===== src/sv/rssd_pkg.sv =====
// rssd_pkg: types, constants and codes for the random sample smoothing dropout block.
// Used by every module of the block but rssd_ram; depends on nothing.
`timescale 1ns / 1ps
`default_nettype none
package rssd_pkg;

  localparam int SAMPLE_BITS = 24;
  localparam int DRAW_BITS   = 16;
  localparam int THR_W       = 16;
  localparam int WIN_W       = 6;
  localparam int POS_W       = 8;
  localparam int PEND_W      = 7;
  localparam int AGE_W       = 6;
  localparam int CNT_W       = 7;
  localparam int DIV_W       = WIN_W + 1;
  localparam int SUM_W       = SAMPLE_BITS + CNT_W;
  localparam int CFG_IDX_W   = 1;

  localparam logic [POS_W-1:0]  POS_MAX  = 8'd255;
  localparam logic [PEND_W-1:0] PEND_MAX = 7'd64;

  localparam logic [THR_W-1:0] THR_RESET = 16'd19661;
  localparam logic [WIN_W-1:0] WIN_RESET = 6'd16;

  localparam int MAX_WINDOW_DEF    = 63;
  localparam int MIN_BLOCK_DEF     = 32;
  localparam int HISTORY_DEPTH_DEF = 128;

  localparam logic [CFG_IDX_W-1:0] CFG_THRESHOLD = 1'b0;
  localparam logic [CFG_IDX_W-1:0] CFG_WINDOW    = 1'b1;

  typedef struct packed {
    logic signed [SAMPLE_BITS-1:0] sample_in;
    logic [DRAW_BITS-1:0]          random_draw;
    logic                          block_end;
  } in_t;

  typedef struct packed {
    logic signed [SAMPLE_BITS-1:0] sample_out;
    logic                          replaced;
    logic                          block_last;
  } out_t;

  typedef enum logic [3:0] {
    ST_IDLE, ST_CHECK, ST_RD, ST_DECIDE, ST_SUM, ST_SUM_TAIL,
    ST_DIV_START, ST_DIV_WAIT, ST_EMIT, ST_FINISH
  } state_t;

  typedef struct packed {
    logic accept;
    logic rd_cur;
    logic latch_cur;
    logic sum_clr;
    logic rd_nb;
    logic div_start;
    logic emit;
    logic finish;
    logic flush;
  } ctrl_cmd_t;

  typedef struct packed {
    logic pend_zero;
    logic go;
    logic rep_ok;
    logic blk_end;
    logic nb_last;
    logic div_done;
    logic out_free;
  } ctrl_sts_t;

endpackage
`default_nettype wire


===== src/sv/rssd_ctrl.sv =====
// rssd_ctrl: sequencer for accept, per-sample decide, neighbor sum, divide, emit, flush.
// Depends on rssd_pkg for state, command and status types.
`timescale 1ns / 1ps
`default_nettype none
module rssd_ctrl (
  input  wire logic                 clk,
  input  wire logic                 rst_n,
  input  wire logic                 in_valid,
  output      logic                 in_ready,
  input  wire rssd_pkg::ctrl_sts_t  sts,
  output      rssd_pkg::ctrl_cmd_t  cmd
);

  rssd_pkg::state_t state_r, state_nxt;
  logic             flush_r, flush_nxt;

  always_ff @(posedge clk) begin
    if (!rst_n) begin
      state_r <= rssd_pkg::ST_IDLE;
      flush_r <= 1'b0;
    end else begin
      state_r <= state_nxt;
      flush_r <= flush_nxt;
    end
  end

  always_comb begin
    state_nxt = state_r;
    flush_nxt = flush_r;
    cmd       = '0;
    cmd.flush = flush_r;
    in_ready  = 1'b0;
    unique case (state_r)
      rssd_pkg::ST_IDLE: begin
        in_ready   = 1'b1;
        cmd.accept = in_valid;
        if (in_valid) state_nxt = rssd_pkg::ST_CHECK;
      end
      rssd_pkg::ST_CHECK: begin
        priority if (sts.pend_zero) begin
          state_nxt = rssd_pkg::ST_FINISH;
        end else if (flush_r || sts.go) begin
          state_nxt = rssd_pkg::ST_RD;
        end else if (sts.blk_end) begin
          flush_nxt = 1'b1;
          state_nxt = rssd_pkg::ST_RD;
        end else begin
          state_nxt = rssd_pkg::ST_FINISH;
        end
      end
      rssd_pkg::ST_RD: begin
        cmd.rd_cur = 1'b1;
        state_nxt  = rssd_pkg::ST_DECIDE;
      end
      rssd_pkg::ST_DECIDE: begin
        cmd.latch_cur = 1'b1;
        cmd.sum_clr   = 1'b1;
        if (!flush_r && sts.rep_ok) state_nxt = rssd_pkg::ST_SUM;
        else state_nxt = rssd_pkg::ST_EMIT;
      end
      rssd_pkg::ST_SUM: begin
        cmd.rd_nb = 1'b1;
        if (sts.nb_last) state_nxt = rssd_pkg::ST_SUM_TAIL;
      end
      rssd_pkg::ST_SUM_TAIL: begin
        state_nxt = rssd_pkg::ST_DIV_START;
      end
      rssd_pkg::ST_DIV_START: begin
        cmd.div_start = 1'b1;
        state_nxt     = rssd_pkg::ST_DIV_WAIT;
      end
      rssd_pkg::ST_DIV_WAIT: begin
        if (sts.div_done) state_nxt = rssd_pkg::ST_EMIT;
      end
      rssd_pkg::ST_EMIT: begin
        if (sts.out_free) begin
          cmd.emit  = 1'b1;
          state_nxt = rssd_pkg::ST_CHECK;
        end
      end
      rssd_pkg::ST_FINISH: begin
        cmd.finish = 1'b1;
        flush_nxt  = 1'b0;
        state_nxt  = rssd_pkg::ST_IDLE;
      end
      default: state_nxt = rssd_pkg::ST_IDLE;
    endcase
  end

endmodule
`default_nettype wire


===== config.mk =====
export PLATFORM = sky130hd
export DESIGN_NAME = rssd_ctrl
export DESIGN_NICKNAME = d
export VERILOG_FILES = /design/src/sv/rssd_pkg.sv /design/src/sv/rssd_ctrl.sv
export SDC_FILE = /design/constraint.sdc
export NUM_CORES = 1
export LEC_CHECK = 0
export ABC_CLOCK_PERIOD_IN_PS = 1730
export BUFFER_PORTS_ARGS = -buffer_cell sky130_fd_sc_hd__buf_2
export CORE_AREA = 4 4 41 43
export DETAILED_ROUTE_END_ITERATION = 12
export DIE_AREA = 0 0 45 47
export PLACE_DENSITY = 0.67
export SYNTH_ARGS = -nofsm -noshare
export SYNTH_HDL_FRONTEND = slang
export SYNTH_SLANG_ARGS = --single-unit

===== constraint.sdc =====
create_clock -name clk -period 1.73 [get_ports clk]
set_clock_uncertainty 0.15 [all_clocks]
set_input_delay 0.173 -clock clk [delete_from_list [all_inputs] [get_ports clk]]
set_output_delay 0.173 -clock clk [all_outputs]
set_load 0.01 [all_outputs]

==> results.cfg, run 1 <==
[run_status]
status = finished clean

[drt]
avgViaCountPerCell = 5.33
drc_errors = 0
ant_nets = 0
drt_iter0_drc = 10
dr.pass1.iters = 4
wl_per_cell_um = 12.1
vias = 458
routed_wl_um = 1040

[synth]
syn_area_um2 = 453
syn_avg_cell_area_um2 = 8.39
async_flop_share_pct = 0
synth_top_area_share_pct = 22.1
synth_most_common_cell = nor3_1
yosys_warnings = 0
yosysUniqueCellTypes = 28
synth_seq_cells = 5
synth_area_leaders = dfxtp_1 22%, nor3_1 8.8%, nand2b_1 5.5%
synthTopCellsByCount = 8 x nor3_1, 5 x dfxtp_1, 4 x a21oi_1, 4 x nand2b_1, 3 x buf_4
synth_edf_count = 0
synthCells = 54
synthesis.nets = 64
yosys.area.top_type = dfxtp_1
synth_ff_type = dfxtp_1
ys_seq_area_share_pct = 22.1

[global_route]
grt_overflow = 0
grt_usage_pct = 11.3
grt_pass1_vias = 447
grt_pass1_wl_um = 1740
grt_start_max_net_pins = 14
antenna_found_initial = 0

[worst_setup_path]
required_ns = 1.41
cp_max_fo = 11
cp-end-kind = output port
startpoint_type = register
worstSetupPathType = reg2out
arrival_ns = 1.29

[cts]
hold_buffers = 0
path_clk_slew_ns = 0.05
cts.path.max_buffers = 2
cts_buffers = 3
htree_levels = 1
clock_sinks = 5
clockRootBuffer = clkbuf_4
clock_latency_ns = 0.25
cts_tree = yes
post_cts_buffers = 0

[placed_design]
dp.cells = 82
portBuffers = 19
preCtsSetupSlack_ns = 0.122
dpl.hpwl_um = 817
dpl-instance-area_um2 = 523
gp_congestion = 0.891

[floorplanning]
io-pin-count = 20
core_area_um2 = 1300
start_util_pct = 34.8
fp.dieW_um = 45
die_h_um = 47
rows = 13
die-area_um2 = 2120

[timing]
rsz0062_at_grt = no
final.setup.worst_slack_ns = 0.122
tightest_slew_ns = 0.337
finalCritPeriodShare_pct = 93.0
setup-tns-final_ns = 0
slew_violations = 0
min_period_ns = 1.61
whs_ns = 0.0615
setup_viol = 0
timing.final.hold_violations = 0
fmax_mhz = 622
relSlewSlack_pct = 77.3

[hold_path]
hold_path_class = in2reg

[power_and_ir_drop]
comb_power_share_pct = 27.2
p_seq_share_pct = 38.1
leakage_nw = 0.260
p_per_area_nw_per_um2 = 722
p_clk_share_pct = 34.7
power.share.switching_pct = 32.5
ir_drop_mv = 0.261
power_switching_uw = 130
intPower_uw = 270

[layout]
fin_nets = 82
stdcell_count = 86
area_delta_synth_final_pct = 22.4
drive_above_1_share_pct = 45.1
final_cell_area_um2 = 554
diodes = 0

[run]
cap_viol_max_count = 0
## per-stage QoR
stage | power (mW) | util [%]
final | 0.400 | 42.6
after detailed placement | 0.262 | 40.2
after floorplan | 0.235 | -
after global routing | 0.427 | 42.6
after global placement | 0.260 | 40.2
after CTS | 0.403 | 42.3
## final cells by class
cell class / count / area [um2]
Multi-Input combinational cell: 42 / 305
Clock buffer: 4 / 26.3
Inverter: 1 / 3.75
Fill cell: 147 / 747
Tap cell: 15 / 18.8
Sequential cell: 5 / 105
Timing Repair Buffer: 19 / 95.1
## cell families (layout without fill, tap and decap cells)
family,count (synthesis),in the layout,synth area share [%]
and+or+nand+nor,28,28,41.7
AOI/OAI and AO/OA,14,14,25.7
buffers and inverters,7,24,10.5
DFF,5,5,22.1
## registers in the layout, indices dropped and copies added (netlist names)
signal	count
state_r	4
flush_r	1
## power by group through the flow
| stage | sequential (mW) | clock (mW) | combinational [mW] |
|---|---|---|---|
| after global placement | 0.151 | 0 | 0.109 |
| after CTS | 0.151 | 0.142 | 0.110 |
| final | 0.152 | 0.139 | 0.109 |
| after detailed placement | 0.152 | 0 | 0.110 |
| after floorplan | 0.131 | 0 | 0.104 |
| after global routing | 0.156 | 0.150 | 0.122 |
## repair_timing
action,in CTS,in global routing
setup endpoints to repair,1,7
cloned,0,0
resized for setup,1,3
## worst paths after layout
check | start | end | slack [ns] | cells past startpoint
worst max-delay path | state_r[0] | cmd[1] | 0.12 | 3
worst min-delay path | sts[0] | state_r[3] | 0.06 | 3
worst max register to register | state_r[0] | state_r[2] | 0.18 | 4
worst min register to register | flush_r | flush_r | 0.42 | 2
## critical path, stage by stage (launching register included)
cell and delay, ns:
dfxtp_2 0.44, nor2b_1 0.25, and3b_1 0.21, buf_2 0.13
## per-layer routing
layer  part of all wire (%)  global-route usage (%)  vias up
li1                       -                       -      231
met1                     46                    14.2      211
met2                     46                    18.1       13
met3                    6.0                    2.68        3
met4                    2.1                    5.85        0
met5                      0                       0        -
## cells in the final DEF, fill, tap and decap left out, types with 2 or more instances in the layout
master / instances
buf_2: 19
nor3_1: 8
nand2b_1: 4
a21oi_1: 4
dfxtp_2: 4
clkbuf_4: 3
nor2_1: 2
and2_1: 2
nor4_1: 2
o21ai_0: 2
o211a_1: 2
nor4b_1: 2
Note: power is estimated with default switching activity, not from simulation.
==> inputs of run 2 (changes only) <==
Settings changed: ABC_CLOCK_PERIOD_IN_PS 1730 to 1780, CORE_AREA 4 4 41 43 to 2 2 39 41, DIE_AREA 0 0 45 47 to 0 0 41 43, SLEW_MARGIN from default to 0.
Clock period 1.73 ns to 1.78 ns, I/O delays scaled along.
==> run 2 against run 1 <==
  * Die area fell by 17%
  * Register-to-register slack improved by 0.08 ns
  * Critical path depth did not move
  * Non-clock buffer count unchanged
  * Hold slack improved by 0.0089 ns
  * Sequential share of layout area fell by 0.25 points
  * Clock-buffer cell count unchanged
  * Cell area rose by 1.4%
  * Cell count grew 1.2%
  * Sequential power hardly changed
  * Largest cell class unchanged
==> results.cfg, run 2 (synthesis gave the netlist of run 1 again) <==
[run_status]
status = finished clean

[floorplanning]
die-area_um2 = 1760
core_area_um2 = 1380
fp.dieW_um = 41
io-pin-count = 20
die_h_um = 43
start_util_pct = 32.7
rows = 14

[power_and_ir_drop]
comb_power_share_pct = 28.0
ir_drop_mv = 0.375
intPower_uw = 264
power_switching_uw = 125
p_total_uw = 389
p_seq_share_pct = 38.3
power.share.switching_pct = 32.1
p_per_area_nw_per_um2 = 692
p_clk_share_pct = 33.7
leakage_nw = 0.261

[worst_setup_path]
reg2reg_slack_ns = 0.26
required_ns = 1.45
worstSetupPathType = reg2out
cp_slowest_cell = dfxtp_2
cp-end-kind = output port
slowest_delay_ns = 0.44
timing.rr.start = state_r[0]
cp_max_fo = 11
crit_chain = nor2b_1 > and3b_1 > buf_2
arrival_ns = 1.26
reg2regPathDepth = 4
worstSetupStartpoint = state_r[0]
startpoint_type = register
r2r-end = state_r[2]

[cts]
clock_sinks = 5
htree_levels = 1
hold_buffers = 0
path_clk_slew_ns = 0.04
clock_latency_ns = 0.24
clockRootBuffer = clkbuf_4
cts_buffers = 3
cts.path.max_buffers = 2
post_cts_buffers = 0
cts_tree = yes
cts_resized = 0

[timing]
finalCritPeriodShare_pct = 89.3
setup_viol = 0
relSlewSlack_pct = 77.5
slew_violations = 0
setup-tns-final_ns = 0
tightest_slew_ns = 0.335
timing.final.hold_violations = 0
fmax_mhz = 629
final.setup.worst_slack_ns = 0.191
rsz0062_at_grt = no
min_period_ns = 1.59

[hold_path]
hold_path_class = in2reg
min-delay-start = sts[0]
whs_endpoint = state_r[3]
hold_depth = 3

[run]
cap_viol_max_count = 0

[drt]
dr.pass1.iters = 4
routed_wl_um = 1010
ant_nets = 0
avgViaCountPerCell = 5.20
vias = 452
drt_iter0_drc = 11
drc_errors = 0
wl_per_cell_um = 11.6

[layout]
reg_top3 = state_r (4), flush_r (1)
fin_nets = 82
layout_commonest_cell = buf_2
diodes = 0
largest_register_ffs = 4
top_register = state_r
area_delta_synth_final_pct = 24.0
drive_above_1_share_pct = 46.5
final_cell_area_um2 = 562
layout_common_cells = 19 x buf_2, 8 x nor3_1, 4 x nand2b_1, 4 x a21oi_1, 4 x dfxtp_2
fill_cells = 147
fin_util_pct = 40.6

[placed_design]
gp_congestion = 0.792
dpl.hpwl_um = 757
dpl-instance-area_um2 = 524
preCtsSetupSlack_ns = 0.205
portBuffers = 19

[global_route]
antenna_found_initial = 0
grt_pass1_wl_um = 1520
grt_usage_pct = 13.2
grt_overflow = 0
grt_pass1_vias = 362
grt_start_max_net_pins = 14
run 2: changes by cell type in the layout (fill, tap and decap cells not counted):
cell | previous run | this run
nor4_1 | 2 | 1
nor4_2 | 0 | 1
run 2: worst max path at each step:
stage | endpoint | slack [ns] | cells after the start
after floorplan | cmd[8] | 0.20 | 3
after CTS | cmd[1] | 0.06 | 3
after global routing | cmd[5] | 0.09 | 3
after global placement | state_r[2] | 0.20 | 4
after detailed placement | state_r[2] | 0.20 | 4
final | cmd[1] | 0.19 | 3
run 2: critical path: cells and delay by family (launching register included):
| family | cells | cell delay, ns |
|---|---|---|
| flip-flops | 1 | 0.44 |
| AND/OR/NAND/NOR | 2 | 0.44 |
| buffers and inverters | 1 | 0.13 |
run 2: power groups by stage:
stage	Combinational (mW)	Sequential (mW)	Clock (mW)
after floorplan	0.101	0.127	0
after global placement	0.107	0.147	0
after detailed placement	0.107	0.148	0
after CTS	0.107	0.146	0.136
after global routing	0.121	0.152	0.143
final	0.109	0.149	0.131
run 2: final cells by class:
class | count | area (um2) | area share (%)
flip-flops and latches | 5 | 105 | 18.7
repair buffers | 19 | 95.1 | 16.9
clock buffers | 4 | 26.3 | 4.68
inverters | 1 | 3.75 | 0.668
multi-input cells | 42 | 312 | 55.5
well taps | 16 | 20.0 | 3.56
run 2: metrics by stage:
step	hold WS (ns)	instances
floorplan	0.198	54
global placement	0.333	83
detailed placement	0.334	83
CTS	0.0735	87
global route	0.0876	87
finish	0.0703	87
run 2: layer usage:
| metal | global-route usage [%] | vias to the layer above | part of all wire, % |
|---|---|---|---|
| met5 | 0 | - | 0 |
| met4 | 10.0 | 0 | 0.99 |
| met3 | 4.71 | 2 | 4.7 |
| met2 | 16.3 | 11 | 47 |
| met1 | 17.7 | 204 | 47 |
| li1 | - | 235 | - |
